===== config.mk =====
export PLATFORM = sky130hd
export DESIGN_NAME = bdim_front
export DESIGN_NICKNAME = d
export VERILOG_FILES = /design/src/design/bdim_pkg.sv /design/src/design/bdim_front.sv
export SDC_FILE = /design/constraint.sdc
export NUM_CORES = 1
export LEC_CHECK = 0
export BUFFER_PORTS_ARGS = -buffer_cell sky130_fd_sc_hd__buf_2
export CAP_MARGIN = 20
export CORE_ASPECT_RATIO = 1.4
export CORE_MARGIN = 5
export CORE_UTILIZATION = 40
export CTS_CLUSTER_DIAMETER = 200
export DETAILED_ROUTE_END_ITERATION = 12
export PLACE_DENSITY = 0.72
export SLEW_MARGIN = 20
export SYNTH_ARGS = -nofsm -noshare
export SYNTH_HDL_FRONTEND = slang
export SYNTH_SLANG_ARGS = --single-unit

===== constraint.sdc =====
create_clock -name clock -period 4.1 [get_ports clock]
set_input_delay 0.41 -clock clock [delete_from_list [all_inputs] [get_ports clock]]
set_output_delay 0.41 -clock clock [all_outputs]
set_load 0.01 [all_outputs]

===== src/design/bdim_pkg.sv =====
// shared codes and types for the block distribution index map
// no dependencies
`default_nettype none

package bdim_pkg;

   typedef enum logic {
      OP_LOCATE = 1'b0,
      OP_PLACE  = 1'b1
   } op_type;

   localparam int CSR_INDEX_BITS = 2;

   localparam logic [CSR_INDEX_BITS-1:0] CSR_TOTAL_ELEMENTS   = 2'd0;
   localparam logic [CSR_INDEX_BITS-1:0] CSR_TOTAL_PARTITIONS = 2'd1;
   localparam logic [CSR_INDEX_BITS-1:0] CSR_INDEX_BASE       = 2'd2;

   localparam int QUEUE_DEPTH    = 4;
   localparam int QUEUE_PTR_BITS = 2;

   typedef enum logic [3:0] {
      SETUP_IDLE = 4'b0001,
      SETUP_DIV  = 4'b0010,
      SETUP_FIN  = 4'b0100,
      SETUP_MUL  = 4'b1000
   } setup_state_type;

   typedef struct packed {
      logic busy;
      logic empty;
   } setup_status_type;

endpackage

`default_nettype wire


===== src/design/bdim_front.sv =====
// front end: takes items, rebases and classifies them, queues work for the back end
// depends on bdim_pkg
`default_nettype none

module bdim_front import bdim_pkg::*; #(
   parameter int INDEX_BITS = 32,
   parameter int PART_BITS  = 16,
   parameter int WORK_BITS  = 3 + PART_BITS + 3 * INDEX_BITS
) (
   input  wire logic                  clock,
   input  wire logic                  reset,
   input  wire logic                  req_tvalid,
   output logic                       req_tready,
   input  wire logic                  op_in,
   input  wire logic [INDEX_BITS-1:0] global_in,
   input  wire logic [INDEX_BITS-1:0] local_in,
   input  wire logic [PART_BITS-1:0]  part_in,
   input  wire logic [INDEX_BITS-1:0] n_in,
   input  wire logic [PART_BITS-1:0]  p_in,
   input  wire logic [INDEX_BITS-1:0] base_in,
   input  wire logic [INDEX_BITS-1:0] q_in,
   input  wire logic [PART_BITS-1:0]  l_in,
   input  wire logic [INDEX_BITS-1:0] e_in,
   input  wire setup_status_type      status,
   output logic                       work_valid,
   output logic [WORK_BITS-1:0]       work_data,
   input  wire logic                  work_pop
);

   typedef struct packed {
      logic                  op;
      logic                  oor;
      logic                  low;
      logic [PART_BITS-1:0]  part;
      logic [INDEX_BITS-1:0] index;
      logic [INDEX_BITS-1:0] num;
      logic [INDEX_BITS-1:0] den;
   } work_type;

   logic                  a_valid_ff, a_valid_in;
   logic                  a_op_ff, a_op_in;
   logic [INDEX_BITS-1:0] a_g_ff, a_g_in;
   logic [INDEX_BITS-1:0] a_local_ff, a_local_in;
   logic [PART_BITS-1:0]  a_part_ff, a_part_in;

   work_type                  queue_ff [QUEUE_DEPTH];
   logic [QUEUE_PTR_BITS-1:0] wr_ptr_ff, wr_ptr_in;
   logic [QUEUE_PTR_BITS-1:0] rd_ptr_ff, rd_ptr_in;
   logic [QUEUE_PTR_BITS:0]   count_ff, count_in;

   logic     accept;
   logic     queue_full;
   logic     push;
   work_type cls;
   logic     g_low;

   assign queue_full = (count_ff == (QUEUE_PTR_BITS+1)'(QUEUE_DEPTH));
   assign push       = a_valid_ff && !queue_full;
   assign req_tready = !status.busy && (!a_valid_ff || !queue_full);
   assign accept     = req_tvalid && req_tready;

   always_comb begin
      a_valid_in = a_valid_ff;
      a_op_in    = a_op_ff;
      a_g_in     = a_g_ff;
      a_local_in = a_local_ff;
      a_part_in  = a_part_ff;
      if (accept) begin
         a_valid_in = 1'b1;
         a_op_in    = op_in;
         a_g_in     = global_in - base_in;
         a_local_in = local_in;
         a_part_in  = part_in;
      end else if (push) begin
         a_valid_in = 1'b0;
      end
   end

   // locate splits into the long-block or short-block region
   assign g_low = (a_g_ff < e_in);

   always_comb begin
      cls.op    = a_op_ff;
      cls.part  = a_part_ff;
      cls.index = a_g_ff;
      cls.num   = '0;
      cls.den   = INDEX_BITS'(1);
      if (a_op_ff == OP_LOCATE) begin
         cls.low = g_low;
         cls.oor = status.empty || (a_g_ff >= n_in) || (!g_low && (q_in == INDEX_BITS'(1)));
         cls.num = g_low ? a_g_ff : a_g_ff - e_in;
         cls.den = g_low ? q_in : q_in - 1'b1;
      end else begin
         cls.low   = (a_part_ff < l_in);
         cls.oor   = status.empty || (a_part_ff >= p_in);
         cls.index = a_local_ff;
      end
   end

   always_comb begin
      wr_ptr_in = wr_ptr_ff;
      rd_ptr_in = rd_ptr_ff;
      count_in  = count_ff;
      if (push) begin
         wr_ptr_in = wr_ptr_ff + 1'b1;
      end
      if (work_pop) begin
         rd_ptr_in = rd_ptr_ff + 1'b1;
      end
      case ({push, work_pop})
         2'b10:   count_in = count_ff + 1'b1;
         2'b01:   count_in = count_ff - 1'b1;
         default: count_in = count_ff;
      endcase
   end

   always_ff @(posedge clock) begin
      if (reset) begin
         a_valid_ff <= 1'b0;
         wr_ptr_ff  <= '0;
         rd_ptr_ff  <= '0;
         count_ff   <= '0;
      end else begin
         a_valid_ff <= a_valid_in;
         wr_ptr_ff  <= wr_ptr_in;
         rd_ptr_ff  <= rd_ptr_in;
         count_ff   <= count_in;
      end
   end

   always_ff @(posedge clock) begin
      a_op_ff    <= a_op_in;
      a_g_ff     <= a_g_in;
      a_local_ff <= a_local_in;
      a_part_ff  <= a_part_in;
      if (push) begin
         queue_ff[wr_ptr_ff] <= cls;
      end
   end

   assign work_valid = (count_ff != '0);
   assign work_data  = queue_ff[rd_ptr_ff];

endmodule

`default_nettype wire


Word-level counts from Yosys, hierarchy flattened:

Memories as Yosys holds them, arrays and structs flattened. A register that Yosys moved wholly into a read port is not among the register bits.
Index checks and enable logic that the tools add are counted.

* reduce and logical (&&, ||, !) cells: 15
* mux-type cells: 12
* $add $sub $neg: 7
* equality and inequality tests: 4
* magnitude comparators: 4

Operators by type and width (count)
* 32-bit 2-to-1 mux: 3
* 64-bit 2-to-1 mux: 1
* 32-bit subtractor: 2
* 32-bit by 1-bit equality test with 1-bit output, second input constant: 1
* 32-bit >= comparator: 1
* 32-bit less-than comparator: 1
* 32-bit by 1-bit subtractor with 32-bit output, second input constant: 1
* 16-bit >= comparator: 1
* 16-bit less-than comparator: 1
* 2-bit 2-to-1 mux: 3
* 3-bit case mux with 2 select lines: 1
* 2-bit by 1-bit adder with 2-bit output, second input constant: 2
* 1-bit logical AND: 4
* 1-bit zero test: 4
* 1-bit logical OR: 4
* 1-bit 2-to-1 mux: 4
* 2-bit nonzero test: 2
* 3-bit by 1-bit adder with 3-bit output, second input constant: 1
* 3-bit equality test, second input constant: 1
* 3-bit nonzero test: 1
* 3-bit by 1-bit subtractor with 3-bit output, second input constant: 1
* 2-bit by 1-bit equality test with 1-bit output, second input constant: 1
* 2-bit equality test, second input constant: 1

* input bits: 247
* memories kept: 1
* memory bits (writable): 460
* flip-flop bits (word level): 89

Memories
* queue_ff: words 4, bits a word 115, read ports 1, clocked after memory_dff 1, wr ports 1, line bdim_front.sv:46 `work_type queue_ff [QUEUE_DEPTH];`

Logic depth before layout (Yosys ltp):

* depth in word-level cells: 6
* depth in mapped cells: 16

Worst setup path before layout:

Ideal clock, no wire load.

* path type: reg-to-reg
* start point: register count_ff[0]
* end point: memory queue_ff[1][0] (netlist name), enable pin
* library setup time: 0.487 ns
* arrival time: 3.508 ns
* slack: 0.105 ns
* data required time: 3.613 ns
* stages on the path, launching flop included: 4
* cells stage by stage: dfxtp_1 > nor2_1 > a21boi_1 > and2_1

* cells in the longest elaborated chain, start to end: 5

Ends and longest elaborated chain
* start, declared: line bdim_front.sv:49 `logic [QUEUE_PTR_BITS:0] count_ff, count_in;`
* start signal, assigned: line bdim_front.sv:127 `count_ff <= count_in;`
* 3-bit equality test: line bdim_front.sv:57 `assign queue_full = (count_ff == (QUEUE_PTR_BITS+1)'(QUEUE_DEPTH));`
* 1-bit zero test: line bdim_front.sv:58 `assign push = a_valid_ff && !queue_full;`
* 1-bit logical AND: line bdim_front.sv:58
* 1-bit 2-to-1 mux: line bdim_front.sv:136 `if (push) begin`
* 1-bit 2-to-1 mux (implied by the code): line bdim_front.sv:137 `queue_ff[wr_ptr_ff] <= cls;`
* end, declared: line bdim_front.sv:46

No other way between the ends.

==> summary.txt <==
Worst hold path
  – HP Start: reset
  – Cell count of the worst hold path: 2
  – HP Class: input pin to flip-flop

Yosys
  – Syn Area/Cell: 15.03 um^2
  – Mapped cell area: 0.02606 mm^2
  – Number of synthesized flops with an enable pin: 541
  – Mapped Cells: 1734
  – Dominant synthesized flop cell: edfxtp_1
  – Ys async rst share: 0%
  – Register area share after synthesis: 63.12%
  – Yosys cell types: 68
  – Yosys warns: 0
  – Syn nets: 2117
  – Register bit total from synthesis: 551

Routing
  – Routed Antenna Nets: 0
  – Via density: 5.427
  – # DRC: 0
  – Router iterations before antenna repair: 5
  – Drt wl/cell: 23.04 um
  – DRT iter0 DRCs: 1162
  – WL final: 70670 um
  – Total number of vias: 16650

Floorplanning
  – # IOs: 364
  – Core area: 0.06441 mm^2
  – Site Rows: 110
  – Die H: 312.0 um
  – Die Area: 0.07042 mm^2
  – DIE WIDTH: 225.7 um
  – Starting Density: 40.45%

Outcome
  – Run status: finished, final reports clean

Timing
  – Pins Over Slew Limit: 0
  – Crit path time final: 3.869 ns
  – Highest clock rate: 0.2585 GHz
  – Slew @ Worst Pin: 1.088 ns
  – Max_slew headroom: 27.46%
  – Final setup violation count: 0
  – Post-route setup TNS: 0 ns
  – Final period utilization: 94.37%
  – Fin. Hold Viols: 0
  – RSZ-0062 raised after global routing: no
  – Worst Skew: 0.02731 ns

Critical path
  – Worst-path maximum fanout: 43
  – R2R Path End: queue_ff[1][34]
  – CP endpoint kind: flip-flop
  – WP data arrival: 4.19 ns
  – FF-to-FF setup slack: 0.23 ns
  – Reg2Reg Launch Point: a_g_ff[0]
  – Worst R2R Path Depth: 14
  – Worst Setup Path Type: flip-flop to flip-flop
  – Worst Setup Start Kind: flip-flop
  – CP required: 4.42 ns

Clock network
  – Post-CTS setup buffer count: 0
  – Clock buffer depth: 3
  – CTS tree: yes
  – TritonCTS buffer count: 52
  – H-tree depth: 2
  – CTS sink count: 551
  – Root Driver: clkbuf_16
  – Clk Latency, worst-skew pair: 0.60 ns
  – CTS clk-pin slew, worst paths: 0.06 ns

Cells and area
  – Share of post-route cells with drive strength above 1: 29.63%
  – P&R area growth vs syn: 20.92%
  – Layout Utilization: 48.92%
  – Commonest non-fill, non-tap cells in the layout: edfxtp_1 (541), buf_2 (363), inv_1 (150), ha_1 (133), mux4_2 (115)
  – Final Cell Area: 0.03151 mm^2
  – Register area: 0.01645 mm^2
  – Filler cells: 5435
  – Final nets: 2562
  – Footprint of the multi-input gates: 0.008845 mm^2
  – Most common cell after layout, fill and taps aside: edfxtp_1

GRT
  – Met1 Usage GRT: 24.02%
  – Overflow left after global routing: 0
  – Initial antenna violation count: 6
  – GRT busiest layer: met2
  – Grt met2 use: 35.32%
  – Overall routing resource usage: 19.61%
  – Global-route wire length before repair: 105500 um
  – Met3 Track Usage GR: 2.976%
  – Largest net degree at the start of global routing: 81
  – Vias in the first global route: 17540

Placement
  – RePlAce Congestion: 0.9486
  – Post-DP Area: 0.02914 mm^2
  – Hpwl dp: 51130 um
  – PortBufs: 363

Pwr
  – Peak supply drop: 448.4 uV
  – Leak pwr: 11.92 nW
  – Pwr dens: 436.0 mW/mm^2

Flow run
  – Max Cap Viol: 0
[metrics by stage]
step                hold WS [ns]  worst slack (ns)  cells  power [W]
finish                   0.09251            0.2308   3067    0.01374
global route             0.06168           0.02868   3061    0.01430
CTS                      0.04657            0.1810   3061    0.01388
detailed placement        0.5235          -0.09198   2916   0.008685
global placement          0.4964           0.03777   2916   0.008625
floorplan                 0.4798            0.1047   1734   0.007845
[critical path, cell delays in order (launching register included)]
cell and delay [ns]:
edfxtp_1 0.39, inv_1 0.11, ha_1 0.19, inv_1 0.06
fa_1 0.40, a21oi_1 0.24, o21a_1 0.25, nor4_2 0.09
o21ai_0 0.21, a211oi_1 0.10, buf_4 0.17, o21ai_2 0.49
nand2_2 0.17, buf_12 0.23, a211oi_1 0.48
[synth_stat cells (8+ instances only)]
cell,count,share of area [%]
clkbuf_1,42,0.61
inv_1,150,2.2
a21o_1,42,1.2
ha_1,133,6.4
nand2_1,79,1.1
a31oi_1,12,0.29
xor2_1,33,1.1
mux2_2,28,1.2
o21a_1,15,0.43
nand4_1,11,0.26
edfxtp_1,541,62
dfxtp_1,10,0.77
or3_1,17,0.41
nor2b_1,13,0.31
a2111oi_0,8,0.27
a211oi_1,22,0.63
mux4_2,115,9.9
a21oi_1,98,1.9
buf_1,18,0.26
o21ai_0,60,1.2
xnor2_1,47,1.6
nand3_1,18,0.35
nand2b_1,18,0.43
o21bai_1,9,0.26
and2_1,9,0.22
nor2_1,90,1.3
[routing by layer]
metal,routed length [um],up-vias
met5,21,-
met2,37200,645
met4,2223,4
li1,-,7582
met3,4267,120
met1,26960,8294
[cell families after synthesis]
kind of cell | Yosys count | share of synthesized area [%]
DFF | 551 | 63.12
AOI/OAI and AO/OA | 322 | 7.962
and+or+nand+nor | 290 | 5.378
buffers and inverters | 212 | 3.088
muxes | 143 | 11.15
adders and majority gates | 136 | 6.617
xor gates and xnor gates | 80 | 2.689
[layout make-up]
cell class / count / area share, %
diodes: 6 / 0.04765
clock buffers: 64 / 4.408
clock inverters: 32 / 1.434
inverters: 150 / 1.787
multi-input cells: 971 / 28.07
flip-flops and latches: 551 / 52.22
well taps: 840 / 3.336
repair buffers: 453 / 8.697
[where the power goes]
group | switching (W) | internal [W] | total (W)
sequential | 0.000125 | 0.00640 | 0.00652
clock | 0.00209 | 0.00306 | 0.00515
combinational | 0.00116 | 0.000901 | 0.00207
total | 0.00338 | 0.0104 | 0.0137
[worst max-delay path by stage]
| stage | from | to | slack, ns | cells after the start |
|---|---|---|---|---|
| 6_report | a_g_ff[0] | queue_ff[1][34] | 0.23 | 14 |
| 3_3_place_gp | e_in[0] | queue_ff[2][46] | 0.04 | 16 |
| 2_1_floorplan | count_ff[0] | queue_ff[1][0] | 0.10 | 3 |
| 4_1_cts | a_g_ff[0] | queue_ff[3][62] | 0.18 | 13 |
| 3_5_place_dp | e_in[4] | queue_ff[0][34] | -0.09 | 13 |
| 5_1_grt | a_g_ff[0] | queue_ff[1][34] | 0.03 | 14 |
[state kept, by name, indices dropped and copies added (netlist names), named ones only]
name and count:
queue_ff 460, a_g_ff 32, a_local_ff 32, a_part_ff 16
count_ff 3, rd_ptr_ff 2, wr_ptr_ff 2, a_op_ff 1
a_valid_ff 1
[what timing repair did]
action	in CTS	in global routing
hold buffers	49	0
endpoints found under the hold margin	49	0
endpoints found under the setup margin	4	28
gates resized for setup	1	3
(Power assumes the default switching activity.)
