**src/design/bdim_pkg.sv**
```systemverilog
// shared codes and types for the block distribution index map
// no dependencies
`default_nettype none

package bdim_pkg;

   typedef enum logic {
      OP_LOCATE = 1'b0,
      OP_PLACE  = 1'b1
   } op_type;

   localparam int CSR_INDEX_BITS = 2;

   localparam logic [CSR_INDEX_BITS-1:0] CSR_TOTAL_ELEMENTS   = 2'd0;
   localparam logic [CSR_INDEX_BITS-1:0] CSR_TOTAL_PARTITIONS = 2'd1;
   localparam logic [CSR_INDEX_BITS-1:0] CSR_INDEX_BASE       = 2'd2;

   localparam int QUEUE_DEPTH    = 4;
   localparam int QUEUE_PTR_BITS = 2;

   typedef enum logic [3:0] {
      SETUP_IDLE = 4'b0001,
      SETUP_DIV  = 4'b0010,
      SETUP_FIN  = 4'b0100,
      SETUP_MUL  = 4'b1000
   } setup_state_type;

   typedef struct packed {
      logic busy;
      logic empty;
   } setup_status_type;

endpackage

`default_nettype wire

```
**src/design/bdim_setup.sv**
```systemverilog
// configuration registers and derivation of block size, long-block count and boundary
// depends on bdim_pkg
`default_nettype none

module bdim_setup import bdim_pkg::*; #(
   parameter int INDEX_BITS = 32,
   parameter int PART_BITS  = 16,
   parameter int CSR_BITS   = 32
) (
   input  wire logic                      clock,
   input  wire logic                      reset,
   input  wire logic                      csr_we,
   input  wire logic [CSR_INDEX_BITS-1:0] csr_index,
   input  wire logic [CSR_BITS-1:0]       csr_wdata,
   output logic [INDEX_BITS-1:0]          n_out,
   output logic [PART_BITS-1:0]           p_out,
   output logic [INDEX_BITS-1:0]          base_out,
   output logic [INDEX_BITS-1:0]          q_out,
   output logic [PART_BITS-1:0]           l_out,
   output logic [INDEX_BITS-1:0]          e_out,
   output setup_status_type               status
);

   localparam int CNT_BITS = $clog2(INDEX_BITS);

   logic [INDEX_BITS-1:0] n_ff, n_in;
   logic [PART_BITS-1:0]  p_ff, p_in;
   logic [INDEX_BITS-1:0] base_ff, base_in;
   setup_state_type       state_ff, state_in;
   logic [CNT_BITS-1:0]   cnt_ff, cnt_in;
   logic [PART_BITS-1:0]  rem_ff, rem_in;
   logic [INDEX_BITS-1:0] quo_ff, quo_in;
   logic [INDEX_BITS-1:0] q_ff, q_in;
   logic [PART_BITS-1:0]  l_ff, l_in;
   logic [INDEX_BITS-1:0] e_ff, e_in;
   logic                  empty_ff, empty_in;
   logic [PART_BITS:0]    trial;
   logic [PART_BITS+INDEX_BITS-1:0] e_full;

   assign trial  = {rem_ff, n_ff[cnt_ff]};
   assign e_full = l_ff * q_ff;

   always_comb begin
      n_in     = n_ff;
      p_in     = p_ff;
      base_in  = base_ff;
      state_in = state_ff;
      cnt_in   = cnt_ff;
      rem_in   = rem_ff;
      quo_in   = quo_ff;
      q_in     = q_ff;
      l_in     = l_ff;
      e_in     = e_ff;
      empty_in = empty_ff;
      unique case (state_ff)
         SETUP_IDLE: begin
         end
         SETUP_DIV: begin
            if (trial >= {1'b0, p_ff}) begin
               rem_in = PART_BITS'(trial - {1'b0, p_ff});
               quo_in = {quo_ff[INDEX_BITS-2:0], 1'b1};
            end else begin
               rem_in = trial[PART_BITS-1:0];
               quo_in = {quo_ff[INDEX_BITS-2:0], 1'b0};
            end
            cnt_in = cnt_ff - 1'b1;
            if (cnt_ff == '0) begin
               state_in = SETUP_FIN;
            end
         end
         SETUP_FIN: begin
            q_in     = quo_ff + INDEX_BITS'(rem_ff != '0);
            l_in     = (rem_ff == '0) ? p_ff : rem_ff;
            empty_in = (n_ff == '0) || (p_ff == '0);
            state_in = SETUP_MUL;
         end
         SETUP_MUL: begin
            e_in     = e_full[INDEX_BITS-1:0];
            state_in = SETUP_IDLE;
         end
         default: begin
            state_in = SETUP_IDLE;
         end
      endcase
      if (csr_we) begin
         unique case (csr_index)
            CSR_TOTAL_ELEMENTS:   n_in    = csr_wdata[INDEX_BITS-1:0];
            CSR_TOTAL_PARTITIONS: p_in    = csr_wdata[PART_BITS-1:0];
            CSR_INDEX_BASE:       base_in = csr_wdata[INDEX_BITS-1:0];
            default: begin
            end
         endcase
         state_in = SETUP_DIV;
         cnt_in   = CNT_BITS'(INDEX_BITS - 1);
         rem_in   = '0;
         quo_in   = '0;
      end
   end

   always_ff @(posedge clock) begin
      if (reset) begin
         n_ff     <= INDEX_BITS'(1);
         p_ff     <= PART_BITS'(1);
         base_ff  <= '0;
         state_ff <= SETUP_IDLE;
         cnt_ff   <= '0;
         rem_ff   <= '0;
         quo_ff   <= '0;
         q_ff     <= INDEX_BITS'(1);
         l_ff     <= PART_BITS'(1);
         e_ff     <= INDEX_BITS'(1);
         empty_ff <= 1'b0;
      end else begin
         n_ff     <= n_in;
         p_ff     <= p_in;
         base_ff  <= base_in;
         state_ff <= state_in;
         cnt_ff   <= cnt_in;
         rem_ff   <= rem_in;
         quo_ff   <= quo_in;
         q_ff     <= q_in;
         l_ff     <= l_in;
         e_ff     <= e_in;
         empty_ff <= empty_in;
      end
   end

   assign n_out        = n_ff;
   assign p_out        = p_ff;
   assign base_out     = base_ff;
   assign q_out        = q_ff;
   assign l_out        = l_ff;
   assign e_out        = e_ff;
   assign status.busy  = (state_ff != SETUP_IDLE);
   assign status.empty = empty_ff;

endmodule

`default_nettype wire

```
**config.mk**
```make
export PLATFORM = sky130hd
export DESIGN_NAME = bdim_setup
export DESIGN_NICKNAME = d
export VERILOG_FILES = /design/src/design/bdim_pkg.sv /design/src/design/bdim_setup.sv
export SDC_FILE = /design/constraint.sdc
export NUM_CORES = 1
export LEC_CHECK = 0
export ABC_CLOCK_PERIOD_IN_PS = 18220
export BUFFER_PORTS_ARGS = -buffer_cell sky130_fd_sc_hd__buf_2
export CORE_MARGIN = 1
export CORE_UTILIZATION = 35
export CTS_BUF_LIST = sky130_fd_sc_hd__clkbuf_16
export CTS_CLUSTER_SIZE = 25
export DETAILED_ROUTE_END_ITERATION = 10
export SLEW_MARGIN = 20
export SYNTH_ARGS = -nofsm -noshare
export SYNTH_HDL_FRONTEND = slang
export SYNTH_SLANG_ARGS = --single-unit
```
**constraint.sdc**
```tcl
create_clock -name clock -period 18.22 [get_ports clock]
set_input_delay 1.822 -clock clock [delete_from_list [all_inputs] [get_ports clock]]
set_output_delay 1.822 -clock clock [all_outputs]
set_load 0.01 [all_outputs]
```
=== After elaboration in Yosys (flattened, before gate mapping) ===
Index checks and enable logic that the tools add are counted.

* Register bits: 218
* Bits in latches: 0
* RAM bits: 0
* ROM bits: 0
* Word-level logic and storage cells: 53
* Memories kept: 0

* Add/subtract/negate cells: 3
* $mul: 1
* Div/mod/pow operators: 0
* Order comparisons: 2
* Equality and inequality tests: 10
* Shift-type cells: 0
* Muxes and demuxes: 10
* Bitwise operators: 1
* Reductions and logical operators: 14

{| class="wikitable"
|+ Operator list
! operator !! number
|-
| adder 32 x 1 -> 32 bit || 1
|-
| zero test 16 bit || 2
|-
| zero test 32 bit || 1
|-
| multiplier 16 x 32 -> 32 bit || 1
|-
| 2-to-1 mux 16 bit || 2
|-
| greater-or-equal comparator 17 x 16 -> 1 bit || 1
|-
| nonzero test 16 bit || 1
|-
| subtractor 16 bit || 1
|-
| one-hot mux 4 bit (3 select lines) || 1
|-
| 2-to-1 mux 5 bit || 2
|-
| AND reduction 2 bit || 5
|-
| < comparator 5 x 6 -> 1 bit, second input constant || 1
|-
| binary-select mux 1 bit (select 5 bit) || 1
|-
| zero test 5 bit || 1
|-
| subtractor 5 x 1 -> 5 bit, second input constant || 1
|-
| equality test 4 x 1 -> 1 bit, second input constant || 1
|-
| equality test 4 x 2 -> 1 bit, second input constant || 1
|-
| equality test 4 x 3 -> 1 bit, second input constant || 1
|-
| equality test 4 bit, second input constant || 1
|-
| 2-to-1 mux 4 bit || 1
|-
| != test 2 bit, second input constant || 2
|-
| != test 4 x 1 -> 1 bit, second input constant || 1
|-
| != test 3 bit, second input constant || 1
|-
| equality test 2 x 1 -> 1 bit, second input constant || 1
|-
| other kinds (8) || 9
|}

=== Depth between registers and ports, before layout ===
Gate-level depths: netlist of run 1.

* Word-level depth: 4
* Mapped depth: 26
* Depth with buffers taken out: 23

=== Worst setup path after synthesis of run 1 ===
Ideal clock, no wire load.

* Kind: reg2reg
* Start: register l_ff[2] (netlist: l_out[2])
* End: register e_ff[31] (netlist: e_out[31])
* Data arrival time: 5.925 ns
* Setup slack: 12.170 ns
* Cell stages (with the launch flop): 24
* Buffers on the path: 3
* Period minus slack after synthesis: 6.050 ns
* Cell sequence: dfxtp_1 > clkbuf_1 > clkbuf_1 > nand2_1 > fa_1 > fa_1 > fa_1 > inv_1 > fa_1 > inv_1 > fa_1 > fa_1 > inv_1 > ha_1 > clkbuf_1 > a21o_1 > a311o_1 > o311ai_0 > o21a_1 > a21oi_1 > a2111oi_2 > a21oi_1 > xnor2_1 > o21ai_0

* Word-level cells in the longest chain between the ends: 1

{| class="wikitable"
|+ RTL lines
! element !! RTL line !! source
|-
| start, declared || bdim_setup.sv:34 || <nowiki>logic [PART_BITS-1:0] l_ff, l_in;</nowiki>
|-
| start signal, assigned || bdim_setup.sv:122 || <nowiki>l_ff <= l_in;</nowiki>
|-
| multiplier 16 x 32 -> 32 bit || bdim_setup.sv:41 || <nowiki>assign e_full = l_ff * q_ff;</nowiki>
|-
| end signal, assigned || bdim_setup.sv:123 || <nowiki>e_ff <= e_in;</nowiki>
|-
| end, declared || bdim_setup.sv:35 || <nowiki>logic [INDEX_BITS-1:0] e_ff, e_in;</nowiki>
|}

Every way passes these cells.
A chain may end at the register's enable or synchronous reset.

=== Worst setup path after layout of run 1 ===
* Start: register l_ff[4] (netlist: l_out[4])
* End: register e_ff[31] (netlist: e_out[31])

The elaborated chain is that of the path after synthesis.

==> impl_metrics.yaml, run 1 <==
run_status:
  status: "finished, final reports clean"
synthesis:
  synth_warnings: 0
  synth.area.mux_share_pct: 1.18
  synth_edf_count: 0
  netlist_instances: 2507
  synth_nets: 2934
  synthAdderAreaFrac_pct: 34.4
  yosysUniqueCellTypes: 64
  synth_compound_area_share_pct: 10.1
  synthXorXnorAreaFrac_pct: 4.12
  netlist_area_sq_um: 20800
  yosysSeqAreaShare_pct: 20.9
  synth_top_family_by_area: "adder cells"
  ys_ff_latch: 218
  synthSimpleGateAreaFrac_pct: 20.1
  syn_avg_cell_area_sq_um: 8.31
  async_flop_share_pct: 0
  dominantRegCellSynth: "dfxtp_1"
finish:
  nNetsFinal: 3047
  regArea_sq_um: 4370
  fillers: 5993
  diodes: 0
  multi_input_area_sq_um: 14600
  syn2layout_area_growth_pct: 11.7
  drive_gt1_share_pct: 11.2
  utilization_pct: 39.5
cts:
  cts_max_path_buffers: 3
  htree_levels: 1
  cts_resized: 0
  postCtsSetupBuffers: 0
  cts_tree: "built"
  cts_root_buffer: "clkbuf_16"
  numClockSinks: 218
  cts_hold_buf: 0
  numCtsBuffers: 26
  clk_latency_ps: 560
  clk_pin_slew_ps: 60
timing:
  rsz0062_at_grt: "false"
  fin_crit_sh_pct: 36.8
  drv_slew: 0
  finClkSkew_ps: 21.4
  relSlewSlack_pct: 25.8
  max_freq_mhz: 149
  hold_viol: 0
  setup_viol: 0
  tns_ps: 0
  fin_crit_ps: 6700
  tightest_slew_ps: 1110
global_route:
  grt_max_degree: 96
  grt_pass1_wl_mm: 98.0
  grt_usage_pct: 20.4
  antenna_found_initial: 0
  grt-ovfl-total: 0
  grt_pass1_vias: 17800
drt:
  routed_wl_mm: 60.9
  drt_iter0_drc: 1044
  avgViaCountPerCell: 5.05
  drc: 0
  ant_nets: 0
  wire_per_inst_um: 17.9
  dr.pass1.iters: 7
  vias: 17200
critical_path:
  cp-end-kind: "register"
  rr_worst_depth: 18
  cp.arrival_ps: 7170
  crit_required_ps: 18700
  start_kind: "register"
  crit_fanout: 30
  path_class: "register to register"
power_and_ir_drop:
  leakage_nw: 10.1
  p_per_area_nw_per_um2: 45.9
  peakVddDrop_mv: 0.0574
min_path:
  hold_depth: 2
  hold_class: "register to register"
job:
  maxCapViolCount: 0
placed_design:
  io_buffers: 198
  hpwl_mm: 46.8
  gp_congestion: 0.908
floorplanning:
  dieHeight_um: 246
  start_util_pct: 35.4
  io-pin-count: 199
  fp-row-count: 89
  fp.dieW_um: 246
  coreArea_sq_um: 58900
  dieArea_sq_um: 60500
==> power by group <==
part	internal (mW)	total (mW)	switching [mW]
registers	0.484	0.495	0.0105
logic	0.0354	0.0952	0.0598
clock network	0.262	0.477	0.215
total	0.782	1.07	0.286
==> metrics by stage <==
stage | hold slack, ps | area [sq um] | setup slack (ps) | cells | power [mW]
after floorplan | 449 | 20800 | 12170 | 2507 | 0.568
after global placement | 439 | 22500 | 11600 | 3365 | 0.600
after detailed placement | 445 | 22500 | 11430 | 3365 | 0.601
after CTS | 452 | 23300 | 11400 | 3409 | 1.08
after global routing | 471 | 23300 | 11150 | 3409 | 1.11
final | 449 | 23300 | 11520 | 3409 | 1.07
==> cells in the mapped netlist (10+ instances only) <==
| library cell | count | area (sq um) |
|---|---|---|
| dfxtp_1 | 218 | 4360 |
| a21oi_1 | 205 | 1030 |
| and2_1 | 157 | 982 |
| nor4_1 | 18 | 113 |
| a211oi_1 | 40 | 300 |
| nor3_1 | 24 | 120 |
| ha_1 | 85 | 1060 |
| a21o_1 | 17 | 128 |
| o21ai_0 | 51 | 255 |
| xnor2_1 | 64 | 561 |
| nand3_1 | 22 | 110 |
| mux4_2 | 10 | 225 |
| nor2_1 | 86 | 323 |
| xor2_1 | 34 | 298 |
| inv_1 | 365 | 1370 |
| fa_1 | 305 | 6110 |
| clkbuf_1 | 135 | 507 |
| nand4_1 | 11 | 68.8 |
| nand2_1 | 553 | 2080 |
==> registers in the layout (all words and copies together) (netlist names) <==
name	cells
empty_ff	1
l_out	16
n_out	32
rem_ff	16
cnt_ff	5
e_out	32
quo_ff	32
p_out	16
q_out	32
base_out	32
state_ff	4
==> layout by cell type, fill, tap and decap left out, types with 3 or more instances in the layout <==
cell	n
inv_1	370
dfxtp_2	3
fa_1	305
nor2b_1	7
a211o_1	3
a21oi_1	205
clkbuf_16	26
ha_1	85
clkinv_2	3
a21o_1	17
buf_4	29
clkinv_1	4
nor2_1	86
o211ai_1	7
a31oi_1	5
xor2_1	34
a211oi_1	40
nor4_1	18
and4_1	4
xnor2_1	64
dfxtp_1	215
o21a_1	7
mux4_2	10
nand2_1	553
buf_2	197
nand4_1	11
nand3_1	22
and3_1	7
nor3_1	24
and2_1	157
o21ai_0	51
nor4b_2	3
o21bai_1	3
nand3b_1	7
or2_2	5
==> per-layer routing <==
layer	share of wire, %	track usage, %	wire length (um)
met1	42	26.4	25600
met2	49	35.1	30000
met3	5.7	2.94	3490
met4	3.0	6.28	1810
met5	0	0	0
==> cells by family after synthesis <==
family | Yosys count
muxes | 12
and+or+nand+nor | 924
xor gates and xnor gates | 98
buffers and inverters | 506
DFF | 218
AOI/OAI and AO/OA | 359
adders and majority gates | 390
==> path summary, 6_finish.rpt <==
kind	from	slack (ps)	end
setup / recovery	l_out[4]	11520	e_out[31]
hold reg to reg	base_out[16]	450	base_out[16]
setup reg to reg	l_out[4]	11520	e_out[31]
hold / removal	base_out[16]	450	base_out[16]
==> final cells by class <==
class	count	share of cell area [%]
clock buffers	26	2.79
clock inverters	18	0.537
flip-flops and latches	218	18.8
inverters	365	5.89
multi-input cells	1783	62.7
repair buffers	226	5.17
well taps	773	4.15
==> critical path, stage by stage, from the launching register on <==
cell and delay [ps]:
dfxtp_1 1050, nand2_1 180, fa_1 620, fa_1 480, fa_1 510, fa_1 580
fa_1 440, fa_1 490, inv_1 60, ha_1 370, a21o_1 220, a311o_1 340
o311ai_0 130, o21a_1 190, a21oi_1 90, a2111oi_2 400, a21oi_1 140, xnor2_1 150
o21ai_0 180
No activity file was read; power rests on OpenSTA's default activity.
==> inputs of run 2 (changes only) <==
--- a/config.mk
+++ b/config.mk
@@ -5,7 +5,8 @@
 export SDC_FILE = /design/constraint.sdc
 export NUM_CORES = 1
 export LEC_CHECK = 0
-export ABC_CLOCK_PERIOD_IN_PS = 18220
+export ABC_AREA = 1
+export ABC_CLOCK_PERIOD_IN_PS = 6100
 export BUFFER_PORTS_ARGS = -buffer_cell sky130_fd_sc_hd__buf_2
 export CORE_MARGIN = 1
 export CORE_UTILIZATION = 35
==> constraint.sdc (replaced) <==
create_clock -name clock -period 6.1 [get_ports clock]
set_input_delay 0.61 -clock clock [delete_from_list [all_inputs] [get_ports clock]]
set_output_delay 0.61 -clock clock [all_outputs]
set_load 0.01 [all_outputs]
==> run 2 against run 1 <==
Effect of this change:
- sequential power rose to 3.0 times the previous value
- first-iteration DRC count rose by 23%
- worst setup slack got worse by 11000 ps
- synthesized cell count rose by 22%
- critical path depth rose by 4
- via count rose by 13%
- combinational power rose to 3.3 times the previous value
- core utilization rose by 1.3 points
- largest cell class unchanged
==> impl_metrics.yaml, run 2 <==
synthesis:
  yosys.area.top_type: "fa_1"
  netlist_area_sq_um: 22200
  synth_top_family_by_area: "adder cells"
  synth_warnings: 0
  synth_edf_count: 0
  dominantRegCellSynth: "dfxtp_1"
  synth_top_cell_area_share_pct: 27.6
  synth.most_common_cell: "inv_1"
  synthTopCellsByCount: "inv_1 (729), nand2_1 (654), fa_1 (305), dfxtp_1 (218), nor2_1 (202)"
  netlist_instances: 3055
  synthAdderAreaFrac_pct: 32.4
  synthXorXnorAreaFrac_pct: 2.33
  synth_compound_area_share_pct: 10.5
  async_flop_share_pct: 0
  synth.area.mux_share_pct: 0
  yosysSeqAreaShare_pct: 19.7
  synth_nets: 3482
  syn_avg_cell_area_sq_um: 7.25
  synthTopCellsByArea: "fa_1 (28%), dfxtp_1 (20%), inv_1 (12%)"
  yosysUniqueCellTypes: 49
  synthSimpleGateAreaFrac_pct: 19.7
  ys_ff_latch: 218
timing:
  fin_ws_ps: 227
  rsz0062_at_grt: "false"
  hold_viol: 0
  tns_ps: 0
  finClkSkew_ps: 17.1
  fin_crit_ps: 5870
  drv_slew: 0
  relSlewSlack_pct: 40.8
  setup_viol: 0
  fin_crit_sh_pct: 96.3
  max_freq_mhz: 170
  tightest_slew_ps: 887
finish:
  fillers: 6566
  drive_gt1_share_pct: 11.9
  layout_commonest_cell: "inv_1"
  utilization_pct: 40.8
  syn2layout_area_growth_pct: 14.5
  nNetsFinal: 3642
  final_cell_mix: "inv_1 (730), nand2_1 (654), fa_1 (305), dfxtp_1 (210), nor2_1 (201)"
  regArea_sq_um: 4370
  multi_input_area_sq_um: 14400
  diodes: 0
critical_path:
  cp_num_buf_inv: 6
  r2r-end: "e_out[17]"
  crit_required_ps: 6530
  crit_fanout: 21
  path_class: "register to register"
  rr_worst_depth: 22
  cpMostUsedCell: "fa_1"
  cp-end-kind: "register"
  cp_top_family: "adder cells"
  reg2reg_slack_ps: 230
  startpoint: "l_out[1]"
  slowest_stage: "fa_1"
  r2r_start: "l_out[1]"
  max_stage_delay_ps: 570
  cp.arrival_ps: 6300
  crit_chain: "buf_4 > nand2_1 > fa_1 > fa_1 > inv_1 > fa_1 > inv_1 > fa_1 > fa_1 > fa_1 > inv_1 > ha_1 > nand2_1 > nor2_1 > nand2_1 > nand3_1 > inv_1 > o21ai_1 > xnor2_1 > nand2_1 > o211ai_1 > inv_1"
  start_kind: "register"
power_and_ir_drop:
  netSwitchingFraction_pct: 27.3
  p_sw_mw: 0.926
  p_per_area_nw_per_um2: 134
  internal_power_mw: 2.46
  clockPowerShare_pct: 46.4
  leakage_nw: 13.3
  peakVddDrop_mv: 0.188
  seqPwrFrac_pct: 44.2
  p_comb_share_pct: 9.4
global_route:
  grt_use_met2_pct: 37.0
  antenna_found_initial: 0
  grt_pass1_wl_mm: 108
  grt_usage_pct: 21.4
  grt_pass1_vias: 19900
  grt.busiest_layer: "met2"
  grt_max_degree: 66
  grt-ovfl-total: 0
  use_met1_pct: 27.4
  grt.met3_usage_pct: 3.19
floorplanning:
  dieArea_sq_um: 64300
  dieHeight_um: 254
  io-pin-count: 199
  start_util_pct: 35.6
  fp-row-count: 91
  fp.dieW_um: 254
  coreArea_sq_um: 62200
run_status:
  status: "finished, final reports clean"
min_path:
  holdCritStartpoint: "csr_wdata[16]"
  hold_depth: 3
  hold_class: "input pin to register"
  min_to: "n_out[16]"
cts:
  postCtsSetupBuffers: 0
  cts_root_buffer: "clkbuf_16"
  numCtsBuffers: 26
  cts_resized: 0
  cts_tree: "built"
  clk_latency_ps: 550
  cts_max_path_buffers: 3
  htree_levels: 1
  numClockSinks: 218
  cts_hold_buf: 0
  clk_pin_slew_ps: 60
drt:
  drc: 0
  routed_wl_mm: 67.7
  dr.pass1.iters: 6
  ant_nets: 0
  drt_iter0_drc: 1281
  vias: 19500
  wire_per_inst_um: 16.6
  avgViaCountPerCell: 4.79
placed_design:
  gp_congestion: 0.946
  place_ws_ps: 196
  io_buffers: 198
  hpwl_mm: 52.8
job:
  maxCapViolCount: 0
run 2: cell count changes in the layout (fill, tap and decap cells not counted), moves of 49 or more:
cell,before,now
a21oi_1,205,152
and2_1,157,1
buf_4,29,78
inv_1,370,730
nand2_1,553,654
nand3_1,22,91
nor2_1,86,201
o21ai_0,51,188
run 2: cells by family after synthesis:
logic type | after synthesis
simple gates | 1052
buf+inv | 901
compound gates | 435
fa+ha+maj | 390
flops | 218
xor+xnor | 59
run 2: power by group through the flow:
| stage | logic (mW) | clock network [mW] | registers (mW) |
|---|---|---|---|
| detailed placement | 0.316 | 0 | 1.53 |
| global route | 0.352 | 1.67 | 1.50 |
| finish | 0.317 | 1.57 | 1.50 |
| global placement | 0.315 | 0 | 1.53 |
| CTS | 0.317 | 1.62 | 1.50 |
| floorplan | 0.201 | 0 | 1.53 |
run 2: how the worst max path moves through the flow:
stage / to / cells past startpoint
after floorplan: e_out[27] / 22
after global placement: e_out[25] / 20
after detailed placement: e_out[27] / 23
after CTS: e_out[27] / 23
after global routing: e_out[31] / 25
final: e_out[17] / 22
run 2: layer usage:
metal	part of all wire (%)	wire length, um
met1	42	28700
met2	48	32700
met3	6.4	4340
met4	3.0	2010
met5	0	0
run 2: cell type report:
type | count | share of cell area, %
tap | 837 | 4.13
timing repair buffer | 292 | 7.48
clock buffer | 27 | 2.66
sequential | 218 | 17.2
inverter | 741 | 11.0
multi-input combinational | 1936 | 56.8
clock inverter | 21 | 0.676
run 2: worst register-to-register path: stages (launching register included):
cell and delay [ps]:
dfxtp_1 350, buf_4 310, nand2_1 140, fa_1 540, fa_1 570, inv_1 60
fa_1 520, inv_1 60, fa_1 550, fa_1 430, fa_1 510, inv_1 50
ha_1 350, nand2_1 120, nor2_1 240, nand2_1 120, nand3_1 140, inv_1 80
o21ai_1 180, xnor2_1 180, nand2_1 90, o211ai_1 100, inv_1 80
run 2: per-stage QoR:
step	cells	cell area (sq um)	total power [mW]	hold slack, ps
3_5_place_dp	4024	24500	1.85	433
6_report	4072	25400	3.39	312
5_1_grt	4072	25400	3.52	292
4_1_cts	4072	25300	3.43	282
2_1_floorplan	3055	22200	1.73	444
3_3_place_gp	4024	24500	1.85	429
